## config.mk

```make
export PLATFORM = sky130hd
export DESIGN_NAME = smr90_queue
export DESIGN_NICKNAME = d
export VERILOG_FILES = /design/src/rtl/smr90_pkg.sv /design/src/rtl/smr90_queue.sv
export SDC_FILE = /design/constraint.sdc
export NUM_CORES = 1
export LEC_CHECK = 0
export ABC_AREA = 1
export BUFFER_PORTS_ARGS = -buffer_cell sky130_fd_sc_hd__buf_2
export CAP_MARGIN = 20
export CELL_PAD_IN_SITES_DETAIL_PLACEMENT = 1
export CELL_PAD_IN_SITES_GLOBAL_PLACEMENT = 1
export CORE_UTILIZATION = 38
export DETAILED_ROUTE_END_ITERATION = 6
export PLACE_DENSITY = 0.86
export SLEW_MARGIN = 10
export SYNTH_ARGS = -nofsm -noshare
export SYNTH_HDL_FRONTEND = slang
export SYNTH_SLANG_ARGS = --single-unit
```

## constraint.sdc

```tcl
create_clock -name clk_i -period 2 [get_ports clk_i]
set_clock_uncertainty 0.2 [all_clocks]
set_input_delay 0.1 -clock clk_i [delete_from_list [all_inputs] [get_ports clk_i]]
set_output_delay 0.1 -clock clk_i [all_outputs]
set_load 0.01 [all_outputs]
```

## src/rtl/smr90_pkg.sv

```systemverilog
`default_nettype none

package smr90_pkg;

  // Fixed field widths
  localparam int unsigned ELEM_W = 32;
  localparam int unsigned SIZE_W = 7;

  localparam logic [SIZE_W-1:0] SIZE_RESET = 7'd64;

  localparam int unsigned MAX_SIDE_DEF   = 64;
  localparam int unsigned DATA_WIDTH_DEF = 32;

  localparam int unsigned QUEUE_DEPTH = 2;

  typedef enum logic {
    OP_WRITE = 1'b0,
    OP_READ  = 1'b1
  } op_e;

endpackage

`default_nettype wire

```

## src/rtl/smr90_queue.sv

```systemverilog
`default_nettype none

// Two-entry FIFO between the front and the back
module smr90_queue #(
  parameter int unsigned WIDTH = 8
) (
  input  wire logic             clk_i,
  input  wire logic             rst_ni,
  input  wire logic             push_valid_i,
  output logic                  push_ready_o,
  input  wire logic [WIDTH-1:0] push_data_i,
  output logic                  pop_valid_o,
  input  wire logic             pop_ready_i,
  output logic [WIDTH-1:0]      pop_data_o
);

  localparam int unsigned CNT_W = $clog2(smr90_pkg::QUEUE_DEPTH + 1);

  logic [WIDTH-1:0] slot_q [smr90_pkg::QUEUE_DEPTH];
  logic             wr_ptr_q, rd_ptr_q;
  logic [CNT_W-1:0] cnt_q;
  logic             push, pop;

  assign push_ready_o = (cnt_q != CNT_W'(smr90_pkg::QUEUE_DEPTH));
  assign pop_valid_o  = (cnt_q != '0);
  assign pop_data_o   = slot_q[rd_ptr_q];
  assign push         = push_valid_i && push_ready_o;
  assign pop          = pop_valid_o && pop_ready_i;

  always_ff @(posedge clk_i) begin
    if (push) begin
      slot_q[wr_ptr_q] <= push_data_i;
    end
  end

  always_ff @(posedge clk_i or negedge rst_ni) begin
    if (!rst_ni) begin
      wr_ptr_q <= 1'b0;
      rd_ptr_q <= 1'b0;
      cnt_q    <= '0;
    end else begin
      if (push) begin
        wr_ptr_q <= ~wr_ptr_q;
      end
      if (pop) begin
        rd_ptr_q <= ~rd_ptr_q;
      end
      if (push && !pop) begin
        cnt_q <= CNT_W'(cnt_q + CNT_W'(1));
      end else if (pop && !push) begin
        cnt_q <= CNT_W'(cnt_q - CNT_W'(1));
      end
    end
  end

endmodule

`default_nettype wire

```

; ---- Word-level counts from Yosys, hierarchy flattened
; Memories as Yosys holds them, arrays and structs flattened.
; Index checks and enable logic that the tools add are counted.
[word_totals]
in_bits = 12
mem_bits_ro = 0
mem_bits_rw = 16
n_memories = 1
output_inout_bits = 10
latch_bits = 0
register_bits = 4
wordCells = 21
[memory_table]
columns = name, words, width, rd, rd_ports_with_merged_regs, wr, line
row1 = slot_q, 2, 8, 1, 0, 1, smr90_queue.sv:19  ; logic [WIDTH-1:0] slot_q [smr90_pkg::QUEUE_DEPTH];
[classes]
mux = 4
n_mul = 0
order_cmp = 0
n_addsub = 2
shifts = 0
eq_ne = 1
div = 0
n_reduce_logical = 8
bitwise = 2
[op_table]
columns = cell, count
row1 = $logic_and 1x1->1, 4
row2 = $mux 2, 2
row3 = $reduce_bool 2->1, 2
row4 = $add 2x1->2 const B, 1
row5 = $logic_not 1->1, 2
row6 = $mux 1, 2
row7 = $ne 2x2->1 const B, 1
row8 = $not 1->1, 2
row9 = $sub 2x1->2 const B, 1

; ---- Depth between registers and ports, before layout
[depth]
depth_word = 6
depth_mapped = 10
ltp_nobuf = 10

; ---- Worst setup path after synthesis
; No wires, ideal clock.
[synth_path]
path_kind = register to register
startpoint = register cnt_q[0]
endpoint = memory slot_q[0][0] (enable)
synth_period_minus_slack_ns = 1.523
t_arrival_ns = 0.953
path_stages_with_launch = 5
path_slack_ns = 0.477
required_ns = 1.430
setup_ns = 0.370
path_cell_list = dfrtp_1 inv_2 nand2_4 nand2_4 nor2_1
[synth_via]
elab_chain_len = 4
[synth_lines]
columns = item, line
row1 = "start, declared", smr90_queue.sv:21  ; logic [CNT_W-1:0] cnt_q;
row2 = "start signal, assigned", smr90_queue.sv:49  ; cnt_q <= CNT_W'(cnt_q + CNT_W'(1));
row3 = "start signal, assigned", smr90_queue.sv:51  ; cnt_q <= CNT_W'(cnt_q - CNT_W'(1));
row4 = $ne 2x2->1, smr90_queue.sv:24  ; assign push_ready_o = (cnt_q != CNT_W'(smr90_pkg::QUEUE_DEPTH));
row5 = named net push_ready_o, smr90_queue.sv:10  ; output logic push_ready_o,
row6 = $logic_and 1x1->1, smr90_queue.sv:27  ; assign push = push_valid_i && push_ready_o;
row7 = $mux 1, smr90_queue.sv:31  ; if (push) begin
row8 = $mux 1 (not written as such), smr90_queue.sv:32  ; slot_q[wr_ptr_q] <= push_data_i;
row9 = "end, declared", smr90_queue.sv:19
; The timed path passes the listed nets, and every way through them passes these cells.

; ---- Worst setup path in the final report
[layout_path]
startpoint = register cnt_q[0]
endpoint = register cnt_q[1]
[layout_via]
elab_chain_len = 5
word_cells_on_any_way = 13
cone_classes = add/sub: 2 / eq/ne: 1 / mux: 2 / reduce/logical: 8
[layout_lines]
columns = item, line
row1 = $ne 2x2->1 *, smr90_queue.sv:24
row2 = $logic_and 1x1->1 *, smr90_queue.sv:27
row3 = named net push, smr90_queue.sv:22  ; logic push, pop;
row4 = $logic_not 1->1, smr90_queue.sv:50  ; end else if (pop && !push) begin
row5 = $logic_and 1x1->1, smr90_queue.sv:50
row6 = $reduce_bool 2->1 (no source line), -
; The timed path passes the listed nets; every way through them passes the cells marked *. The select of a mux whose other input is x is not followed.
; A chain may end at the register's enable or synchronous reset.

==> impl_metrics.yaml <==
clock_tree:
  cts_tree: "yes"
  cts_sinks: 20
  post_cts_buffers: 0
  clkTransAtPathRegs_ps: 90
  cts_buffers: 3
  h-tree-depth: 1
  insertion_delay_ps: 280
  cts_resized: 0
  ctsHoldBuffers: 12
  cts_buffer_depth: 2
  root_buffer: "clkbuf_4"
layout:
  area_delta_synth_final_pct: 34.5
  nets: 122
  drive_above_1_share_pct: 31.8
  finalNonFillerCells: 134
  post-route-util_pct: 55.6
  diodes: 0
placed_design:
  dp_hpwl_um: 1210
  dp.cells: 119
  place.gp.congestion: 0.686
  portBuffers: 21
outcome:
  outcome: "complete, no violations"
synth:
  async_reset_ff_share_pct: 20.0
  synth_top_area_share_pct: 58.1
  synth.most_common_cell: "nand2_1"
  synth_area_leaders: "edfxtp_1, nand2_1, dfrtp_1"
  synth_cell_types: 14
  synth_seq_area_share_pct: 70.2
  netlist_instances: 70
  ys_ff_latch: 20
  synth_area_per_cell_um2: 11.8
  synth_top_cell_by_area: "edfxtp_1"
  synth_edf_count: 16
  synth.net_count: 83
  synth_flop_cell: "edfxtp_1"
  synth_common_cells: "nand2_1, edfxtp_1, dfrtp_1, inv_1, inv_2"
  ys_warn_count: 0
  syn_area_um2: 827
worst_setup_path:
  criticalPathCategory: "reg -> reg"
  cp.arrival_ps: 1630
  worstSetupEndpointType: "register"
  crit_path_start_kind: "register"
  r2r-end: "cnt_q[1]"
  r2r_slack_ps: 350
  cp_max_fo: 4
  r2r-start: "cnt_q[0]"
  rr_worst_depth: 9
  crit_required_ps: 1980
global_routing:
  gr-total-overflow: 0
  grt_pass1_wl_um: 2820
  grt_max_degree: 11
  grt_use_total_pct: 16.2
  first_global_vias: 651
  antenna_found_initial: 0
floorplan:
  dieArea_um2: 2370
  placeableCoreArea_um2: 2000
  initial_core_util_pct: 41.3
  die_h_um: 48.7
  rows: 16
  die_w_um: 48.7
  io_pins: 22
detailed_routing:
  viasPerCell: 4.44
  totalWireLength_um: 1670
  drtAntennaViolNets: 0
  drcViolationCount: 0
  drt_iter0_markers: 1
  dr_total_vias: 595
  routedWlPerCell_um: 12.5
  first_pass_iters: 2
hold_path:
  hold_class: "reg -> reg"
  whs_path_depth: 1
  hold_start: "cnt_q[0]"
  min_to: "cnt_q[0]"
power_and_ir_drop:
  ir_drop_mv: 0.556
  p_leak_nw: 0.517
  powerDensity_nw_per_um2: 1270
  total_power_mw: 1.41
sta:
  rsz0062_at_grt: "no"
  max_slew_margin_pct: 77.4
  min_period_over_period_pct: 82.5
  worst_hold_slack_ps: 331
  setup_viol: 0
  hold_viol: 0
  fmax_ghz: 0.606
  worst_slew_pin_slew_ps: 339
  slew_violations: 0
  tns_ps: 0
  period_needed_ps: 1650
run:
  cap_violations: 0
[sequential cells by signal (all words and copies together), names as in the netlist]
register  flops
rd_ptr_q      1
cnt_q         2
wr_ptr_q      1
slot_q       16
[metal layers]
| layer | global-route usage, % | vias up | wire length [um] | part of all wire, % |
|---|---|---|---|---|
| met2 | 31.3 | 11 | 925 | 55 |
| met4 | 4.41 | 0 | 16 | 0.96 |
| met1 | 17.1 | 284 | 697 | 42 |
| li1 | - | 298 | - | - |
| met3 | 4.09 | 2 | 34 | 2.0 |
| met5 | 0 | - | 0 | 0 |
[stage by stage]
stage	cell area (um2)	worst slack, ps
2_1_floorplan	827	477
3_3_place_gp	970	475
3_5_place_dp	970	361
4_1_cts	1110	346
5_1_grt	1110	237
6_report	1110	351
[placed cells by master, fill, tap and decap left out]
| cell type | synthesis | final |
|---|---|---|
| ha_1 | 1 | 1 |
| nand3_1 | 2 | 2 |
| clkbuf_4 | 0 | 3 |
| buf_2 | 0 | 21 |
| nand4_1 | 1 | 1 |
| edfxtp_1 | 16 | 16 |
| inv_2 | 3 | 3 |
| nor2_1 | 2 | 2 |
| dfrtp_1 | 4 | 4 |
| dlygate4sd3_1 | 0 | 12 |
| nand2_1 | 30 | 30 |
| xor2_2 | 1 | 1 |
| inv_1 | 4 | 4 |
| nand2_4 | 2 | 2 |
| nand2_2 | 2 | 2 |
| xnor2_1 | 1 | 1 |
| buf_4 | 0 | 2 |
[power breakdown]
part	switching, mW	internal [mW]	leakage [nW]
Sequential	0.0826	0.580	0.196
Clock	0.101	0.0700	0.0138
Combinational	0.350	0.231	0.307
Total	0.534	0.880	0.517
[critical path, stage by stage (launching register included)]
cell and delay (ps):
dfrtp_1 420, inv_2 110, nand2_4 60, nand2_4 80
inv_1 50, ha_1 320, inv_1 90, nand3_1 80
nand2_1 70, nand2_1 50
[cell type report]
cell class	count	area, um2
well taps	27	33.8
inverters	7	26.3
fillers	229	890
multi-input cells	42	209
clock buffers	3	22.5
flip-flops and latches	20	581
repair buffers	35	240
[kinds of logic (layout without fill, tap and decap cells)]
logic type    count (synthesis)  after routing  share of synthesized area, %
flops                        20             20                          70.2
xor+xnor                      2              2                          3.03
buf+inv                       8             45                          4.54
fa+ha+maj                     1              1                          1.51
simple gates                 39             39                          20.7
[how the worst max path moves through the flow]
stage / startpoint / endpoint / slack, ps
2_1_floorplan: cnt_q[0] / slot_q[0][0] / 480
3_3_place_gp: cnt_q[0] / cnt_q[1] / 470
3_5_place_dp: cnt_q[0] / cnt_q[1] / 360
4_1_cts: cnt_q[0] / cnt_q[1] / 350
5_1_grt: cnt_q[0] / cnt_q[1] / 240
6_report: cnt_q[0] / cnt_q[1] / 350
No activity file was read; power rests on OpenSTA's default activity.
