File: config.mk
export PLATFORM = sky130hd
export DESIGN_NAME = smr90_front
export DESIGN_NICKNAME = d
export VERILOG_FILES = /design/src/rtl/smr90_pkg.sv /design/src/rtl/smr90_front.sv
export SDC_FILE = /design/constraint.sdc
export NUM_CORES = 1
export LEC_CHECK = 0
export ABC_AREA = 1
export ABC_CLOCK_PERIOD_IN_PS = 4100
export CAP_MARGIN = 30
export CELL_PAD_IN_SITES_DETAIL_PLACEMENT = 0
export CELL_PAD_IN_SITES_GLOBAL_PLACEMENT = 2
export CORE_UTILIZATION = 30
export DETAILED_ROUTE_END_ITERATION = 10
export DONT_BUFFER_PORTS = 1
export PLACE_DENSITY = 0.75
export RECOVER_POWER = 25
export SLEW_MARGIN = 15
export SYNTH_ARGS = -nofsm -noshare
export SYNTH_HDL_FRONTEND = slang
export SYNTH_SLANG_ARGS = --single-unit
File: constraint.sdc
create_clock -name clk_i -period 4.1 [get_ports clk_i]
set_clock_uncertainty 0.05 [all_clocks]
set_input_delay 0.205 -clock clk_i [delete_from_list [all_inputs] [get_ports clk_i]]
set_output_delay 0.205 -clock clk_i [all_outputs]
set_load 0.1 [all_outputs]
File: src/rtl/smr90_pkg.sv
`default_nettype none

package smr90_pkg;

  // Fixed field widths
  localparam int unsigned ELEM_W = 32;
  localparam int unsigned SIZE_W = 7;

  localparam logic [SIZE_W-1:0] SIZE_RESET = 7'd64;

  localparam int unsigned MAX_SIDE_DEF   = 64;
  localparam int unsigned DATA_WIDTH_DEF = 32;

  localparam int unsigned QUEUE_DEPTH = 2;

  typedef enum logic {
    OP_WRITE = 1'b0,
    OP_READ  = 1'b1
  } op_e;

endpackage

`default_nettype wire

File: src/rtl/smr90_front.sv
`default_nettype none

// Accepts items, tracks the write and read positions and turns each item into
// a memory command with its final address.
module smr90_front #(
  parameter int unsigned MAX_SIDE   = smr90_pkg::MAX_SIDE_DEF,
  parameter int unsigned DATA_WIDTH = smr90_pkg::DATA_WIDTH_DEF,
  parameter int unsigned ADDR_W     = $clog2(MAX_SIDE * MAX_SIDE),
  parameter int unsigned ENTRY_W    = ADDR_W + DATA_WIDTH + 2
) (
  input  wire logic                           clk_i,
  input  wire logic                           rst_ni,
  input  wire logic                           cfg_valid_i,
  output logic                                cfg_ready_o,
  input  wire logic [smr90_pkg::SIZE_W-1:0]   cfg_matrix_size_i,
  input  wire logic                           in_valid_i,
  output logic                                in_ready_o,
  input  wire logic                           op_i,
  input  wire logic signed [smr90_pkg::ELEM_W-1:0] element_value_i,
  output logic                                push_valid_o,
  input  wire logic                           push_ready_i,
  output logic [ENTRY_W-1:0]                  push_entry_o
);

  localparam int unsigned POS_W  = $clog2(MAX_SIDE);
  localparam int unsigned SIDE_W = $clog2(MAX_SIDE + 1);
  localparam int unsigned CMP_W  = (SIDE_W > smr90_pkg::SIZE_W) ? SIDE_W : smr90_pkg::SIZE_W;
  localparam int unsigned EXT_W  = (DATA_WIDTH > smr90_pkg::ELEM_W) ? DATA_WIDTH
                                                                    : smr90_pkg::ELEM_W;

  typedef struct packed {
    smr90_pkg::op_e          op;
    logic [ADDR_W-1:0]       addr;
    logic [DATA_WIDTH-1:0]   data;
    logic                    last;
  } entry_t;

  logic [smr90_pkg::SIZE_W-1:0] size_q;
  logic [POS_W-1:0] wr_row_q, wr_row_d, wr_col_q, wr_col_d;
  logic [POS_W-1:0] rd_row_q, rd_row_d, rd_col_q, rd_col_d;

  logic [CMP_W-1:0]  size_cmp;
  logic [SIDE_W-1:0] side;
  logic [POS_W-1:0]  side_m1;
  logic [POS_W-1:0]  row, col;
  logic [POS_W-1:0]  src_row, src_col;
  logic [POS_W-1:0]  nxt_row, nxt_col;
  logic [EXT_W-1:0]  elem_ext;
  logic              accept;
  entry_t            entry;

  assign cfg_ready_o = 1'b1;

  // Clamp the side length to 1..MAX_SIDE
  always_comb begin
    size_cmp = CMP_W'(size_q);
    if (size_cmp == '0) begin
      side = SIDE_W'(1);
    end else if (size_cmp > CMP_W'(MAX_SIDE)) begin
      side = SIDE_W'(MAX_SIDE);
    end else begin
      side = SIDE_W'(size_cmp);
    end
  end

  assign side_m1 = POS_W'(side - SIDE_W'(1));

  // A position left outside a smaller matrix restarts at the origin
  always_comb begin
    if (op_i == smr90_pkg::OP_READ) begin
      row = rd_row_q;
      col = rd_col_q;
    end else begin
      row = wr_row_q;
      col = wr_col_q;
    end
    if (SIDE_W'(row) >= side || SIDE_W'(col) >= side) begin
      row = '0;
      col = '0;
    end
  end

  always_comb begin
    if (col == side_m1) begin
      nxt_col = '0;
      nxt_row = (row == side_m1) ? '0 : POS_W'(row + POS_W'(1));
    end else begin
      nxt_col = POS_W'(col + POS_W'(1));
      nxt_row = row;
    end
  end

  assign src_row  = POS_W'(side_m1 - col);
  assign src_col  = row;
  assign elem_ext = EXT_W'($unsigned(element_value_i));

  always_comb begin
    entry.op   = smr90_pkg::op_e'(op_i);
    entry.data = elem_ext[DATA_WIDTH-1:0];
    entry.last = 1'b0;
    if (op_i == smr90_pkg::OP_READ) begin
      entry.addr = ADDR_W'(ADDR_W'(src_row) * ADDR_W'(MAX_SIDE) + ADDR_W'(src_col));
      entry.last = (row == side_m1) && (col == side_m1);
    end else begin
      entry.addr = ADDR_W'(ADDR_W'(row) * ADDR_W'(MAX_SIDE) + ADDR_W'(col));
    end
  end

  assign accept       = in_valid_i && push_ready_i;
  assign in_ready_o   = push_ready_i;
  assign push_valid_o = in_valid_i;
  assign push_entry_o = entry;

  always_comb begin
    wr_row_d = wr_row_q;
    wr_col_d = wr_col_q;
    rd_row_d = rd_row_q;
    rd_col_d = rd_col_q;
    if (accept) begin
      if (op_i == smr90_pkg::OP_READ) begin
        rd_row_d = nxt_row;
        rd_col_d = nxt_col;
      end else begin
        wr_row_d = nxt_row;
        wr_col_d = nxt_col;
      end
    end
  end

  always_ff @(posedge clk_i or negedge rst_ni) begin
    if (!rst_ni) begin
      size_q   <= smr90_pkg::SIZE_RESET;
      wr_row_q <= '0;
      wr_col_q <= '0;
      rd_row_q <= '0;
      rd_col_q <= '0;
    end else begin
      if (cfg_valid_i) begin
        size_q <= cfg_matrix_size_i;
      end
      wr_row_q <= wr_row_d;
      wr_col_q <= wr_col_d;
      rd_row_q <= rd_row_d;
      rd_col_q <= rd_col_d;
    end
  end

endmodule

`default_nettype wire

* After elaboration in Yosys (flattened, before gate mapping) *
Index checks and enable logic that the tools add are counted.

word-level totals
  bits in registers = 31
  input bits = 45
  output and inout bits = 49

cells by class
  add/subtract/negate cells = 6
  magnitude comparators = 3
  eq/ne operators = 2
  mux-type cells = 11
  bitwise operators = 1
  reduce and logical (&&, ||, !) cells = 6

operators by type and width
  operator               count
  $mux W6                7
  $add A12 B6 Y12        2
  $ge A6 B7 Y1           2
  $mux W7                2
  $add A6 B1 Y6 const B  2
  $eq A6 B6 Y1           2
  $mux W12               1
  $gt A7 B7 Y1 const B   1
  $logic_not A7 Y1       1
  $sub A6 B1 Y6 const B  1
  $sub A6 B6 Y6          1
  $reduce_and A2 Y1      2
  $logic_and A1 B1 Y1    2
  $logic_or A1 B1 Y1     1
  $mux W1                1
  $not A1 Y1             1

* Longest topological paths before layout *
  depth after elaboration = 9
  depth in mapped cells = 25

* Worst setup path before layout *
No wires, ideal clock.

  kind = register -> output
  start point = register size_q (netlist bit size_cmp[2])
  end point = output port push_entry_o[44]
  data arrival time = 5.217 ns
  data required time = 3.845 ns
  path slack = -1.372 ns
  cell stages (with the launch flop) = 25
  cells stage by stage = dfrtp_1 nor2_2 nand3_1 nand2_1 inv_1 nor2_1 inv_1 ha_1 nand2_1 nand2_1 a21oi_2 nand3_1 nor2_4 buf_6 nand2_1 ha_1 inv_1 nor2_1 o21ai_0 nand2_1 a21oi_1 nor2_1 nor2_1 xor2_1 o21ai_0

between the ends
  word-level cells in the longest chain between the ends = 9
  elaborated cells between the ends (all ways) = 14
  those cells by class = add/sub: 4; order compare: 3; mux: 5; reduce/logical: 2

ends and longest elaborated chain
  item                    line                source
  from (decl)             smr90_front.sv:38   logic [smr90_pkg::SIZE_W-1:0] size_q;
  from (signal assigned)  smr90_front.sv:132  size_q <= smr90_pkg::SIZE_RESET;
  from (signal assigned)  smr90_front.sv:139  size_q <= cfg_matrix_size_i;
  $gt A7 B7 Y1            smr90_front.sv:59   end else if (size_cmp > CMP_W'(MAX_SIDE)) begin
  $mux W7                 smr90_front.sv:59
  $mux W7 (*)             smr90_front.sv:57   if (size_cmp == '0) begin
  $ge A6 B7 Y1            smr90_front.sv:77   if (SIDE_W'(row) >= side || SIDE_W'(col) >= side) begin
  $logic_or A1 B1 Y1      smr90_front.sv:77
  $mux W6                 smr90_front.sv:77
  $sub A6 B6 Y6           smr90_front.sv:93   assign src_row = POS_W'(side_m1 - col);
  $add A12 B6 Y12         smr90_front.sv:102  entry.addr = ADDR_W'(ADDR_W'(src_row) * ADDR_W'(MAX_SIDE) + ADDR_W'(src_col));
  $mux W12 (*)            smr90_front.sv:101  if (op_i == smr90_pkg::OP_READ) begin
  to (decl)               smr90_front.sv:22   output logic [ENTRY_W-1:0] push_entry_o

Every way passes the cells marked *; elsewhere a longest branch is shown, timed or not.

* Final worst setup path *
  start point = register size_q (netlist bit size_cmp[3])
  end point = output port push_entry_o[0]

between the ends
  word-level cells in the longest chain between the ends = 9
  elaborated cells between the ends (all ways) = 14
  those cells by class = add/sub: 1; order compare: 3; eq/ne: 2; mux: 5; reduce/logical: 3

ends and longest elaborated chain
  item                     line                source
  $gt A7 B7 Y1             smr90_front.sv:59
  $mux W7                  smr90_front.sv:59
  $mux W7 (*)              smr90_front.sv:57
  $ge A6 B7 Y1             smr90_front.sv:77
  $logic_or A1 B1 Y1       smr90_front.sv:77
  $mux W6                  smr90_front.sv:77
  $eq A6 B6 Y1             smr90_front.sv:103  entry.last = (row == side_m1) && (col == side_m1);
  $logic_and A1 B1 Y1 (*)  smr90_front.sv:103
  $mux W1 (*)              smr90_front.sv:101

Marked as above.

==> results.sh <==
export IMPL_status="completed"
export IMPL_pwr_share_clk_pct=20.9
export IMPL_synth_top_cells_by_area="dfrtp_1 25%, nand2_1 21%, buf_4 8.9%, ha_1 7.8%, inv_1 6.6%"
export IMPL_die_y_um=102.5
export IMPL_synth_avg_cell_area_um2=6.412
export IMPL_cp_required_ns=3.85
export IMPL_hold_class="in -> reg"
export IMPL_htree_levels=2
export IMPL_peakVddDrop_mv=0.2705
export IMPL_total_power_mw=1.761
export IMPL_switching_share_pct=44.70
export IMPL_clk_latency_ns=0.28
export IMPL_gp_congestion=0.8409
export IMPL_fp_coreArea_mm2=0.009774
export IMPL_finalCritPeriodShare_pct=95.66
export IMPL_cts_root_buf="clkbuf_8"
export IMPL_finalHoldViolations=0
export IMPL_postPlaceCellArea_mm2=0.003223
export IMPL_setup_viol=0
export IMPL_setup_slack_ns=0.1780
export IMPL_end_kind="primary output"
export IMPL_crit_start="size_cmp[3]"
export IMPL_power_leakage_nw=1.989
export IMPL_fmax_mhz=255.0
export IMPL_io_buffers=0
export IMPL_cts_path_max_buffers=2
export IMPL_grt_pass1_vias=2653
export IMPL_synth_cell_area_mm2=0.003033
export IMPL_cp_cell_sequence="nor2_2 > nand3_1 > nand2_2 > inv_4 > nor2_4 > inv_4 > ha_4 > nand2_1 > nand2_1 > a21boi_2 > buf_4 > nand3_4 > nor2_4 > buf_6 > nand2_1 > ha_4 > nand3_1 > nor3_4 > nand2_4 > inv_2 > nand3_4 > nor2_4 > buf_12"
export IMPL_r2r_end="rd_row_q[5]"
export IMPL_antenna_found_initial=0
export IMPL_power_frac_comb_pct=58.7
export IMPL_cts_tree="yes"
export IMPL_layout_commonest_cell="nand2_1"
export IMPL_grt_pass1_wl_um=13770
export IMPL_clk_transition_reported_paths_ns=0.07
export IMPL_slew_headroom_pct=54.76
export IMPL_drt_iter0_drc=133
export IMPL_n_antenna_cell=0
export IMPL_rows=36
export IMPL_vias=2884
export IMPL_p_int_mw=0.9740
export IMPL_yosysUniqueCellTypes=36
export IMPL_dp_slack_ns=0.1766
export IMPL_hold_slack_ns=0.1912
export IMPL_final_area_mm2=0.003886
export IMPL_drive_above_1_share_pct=27.85
export IMPL_track_usage_pct=17.44
export IMPL_crit_arrival_ns=3.67
export IMPL_crit_slowest_cell="dfrtp_1"
export IMPL_hpwlAfterDp_um=6800
export IMPL_fin_crit_ns=3.922
export IMPL_maxCapViolCount=0
export IMPL_synth_top_area_share_pct=24.75
export IMPL_routed_via_density=4.614
export IMPL_max_stage_delay_ns=0.41
export IMPL_nNetsFinal=556
export IMPL_area_growth_pct=28.14
export IMPL_synth_nets=538
export IMPL_wl_per_cell_um=14.33
export IMPL_worst_path_max_fanout=4
export IMPL_cts_buffers=5
export IMPL_power_density_mw_per_mm2=453.3
export IMPL_reg2reg_depth=25
export IMPL_worstSetupStartpointType="flop"
export IMPL_worst_pin_slew_ns=0.6749
export IMPL_grt_overflow_total=0
export IMPL_r2r_slack_ns=0.49
export IMPL_ys_seq_area_share_pct=25.62
export IMPL_dieWidth_um=102.5
export IMPL_synth_warnings=0
export IMPL_ant_nets=0
export IMPL_most_common_layout_cells="162 x nand2_1, 43 x inv_1, 39 x buf_4"
export IMPL_reg2reg_from="size_cmp[3]"
export IMPL_cp_endpoint="push_entry_o[0]"
export IMPL_drcViolationCount=0
export IMPL_pwr_share_seq_pct=20.5
export IMPL_die_area_mm2=0.01052
export IMPL_rsz0062_at_grt="yes"
export IMPL_syn_inst=473
export IMPL_drv_slew=0
export IMPL_wl_um=8955
export IMPL_p_sw_mw=0.7875
export IMPL_num_io_pins=94
export IMPL_yosysTopAreaCell="dfrtp_1"
export IMPL_path_class="reg -> out"
export IMPL_cts_sinks=31
export IMPL_start_util_pct=31.03
export IMPL_first_pass_iters=4
export IMPL_grt_max_degree=32
export IMPL_synth_seq_cells=31
[worst min-delay path by stage]
stage,startpoint,end,slack (ns),depth (start not counted)
3_3_place_gp,rst_ni,wr_col_q[0],-0.14,0
6_report,in_valid_i,rd_col_q[3],0.19,4
3_5_place_dp,rst_ni,rd_col_q[0],-0.14,0
5_1_grt,in_valid_i,rd_col_q[3],0.21,4
4_1_cts,in_valid_i,rd_col_q[3],0.18,4
2_1_floorplan,rst_ni,rd_col_q[0],-0.14,0
[synthesized netlist by cell type (all sizes together)]
master and n:
nand2 178, inv 54, nor2 44, buf 42, nand3 34, dfrtp 30
o21ai 26, ha 19, a21oi 15, clkbuf 5, nand4 4, nor3 4
xor2 4, nand3b 3, o22ai 3, clkinv 2, a21boi 1, a31oi 1
conb 1, dfstp 1, fa 1, xnor2 1
[worst max-delay path: cells and delay by family (launching register included)]
kind,cells,cell delay (ns)
AOI/OAI and AO/OA,1,0.14
buffers and inverters,6,0.67
and+or+nand+nor,14,1.61
adders and majority gates,2,0.53
DFF,1,0.41
[layer usage]
layer  track usage, %  share of wire, %
met5                0                 0
met4            4.725               1.0
met3            2.237               3.8
met2            29.08                49
met1            23.67                46
[repair_timing]
action	4_1_cts	5_1_grt
gates resized for setup	8	51
endpoints found under the hold margin	38	0
endpoints found under the setup margin	3	5
pin swaps	4	27
hold buffers	10	0
setup buffers	5	15
[logic make-up after synthesis]
| logic type | Yosys count | share of synthesized area (%) |
|---|---|---|
| AOI/OAI and AO/OA | 46 | 8.458 |
| xor gates and xnor gates | 5 | 1.444 |
| adders and majority gates | 20 | 8.498 |
| buffers and inverters | 103 | 18.15 |
| DFF | 31 | 25.62 |
| other | 1 | 0.1236 |
| and+or+nand+nor | 267 | 37.71 |
[metrics by stage]
step,cells,utilization (%),TNS [ns]
6_report,625,39.76,0
5_1_grt,625,39.76,-0.1767
4_1_cts,610,36.14,0
3_5_place_dp,587,32.97,0
3_3_place_gp,587,32.97,0
2_1_floorplan,473,-,-0.1069
[state kept, by name, summed over array words and instances (netlist names)]
signal and cells:
rd_col_q 6, rd_row_q 6, size_cmp 7, wr_col_q 6, wr_row_q 6
[power groups by stage]
stage | registers, mW | logic [mW] | clock network (mW)
global route | 0.364 | 1.12 | 0.393
finish | 0.360 | 1.03 | 0.368
CTS | 0.360 | 0.866 | 0.379
detailed placement | 0.367 | 0.824 | 0
floorplan | 0.362 | 0.746 | 0
global placement | 0.366 | 0.826 | 0
[final cells by class]
class                           instances  area, um^2
Sequential cell                        31       777.0
Clock buffer                            5       68.82
Timing Repair Buffer                   58       565.5
Tap cell                              133       166.4
Clock inverter                          3       67.56
Fill cell                            1028        5888
Multi-Input combinational cell        339        2022
Inverter                               56       219.0
Note: power is estimated with default switching activity, not from simulation.
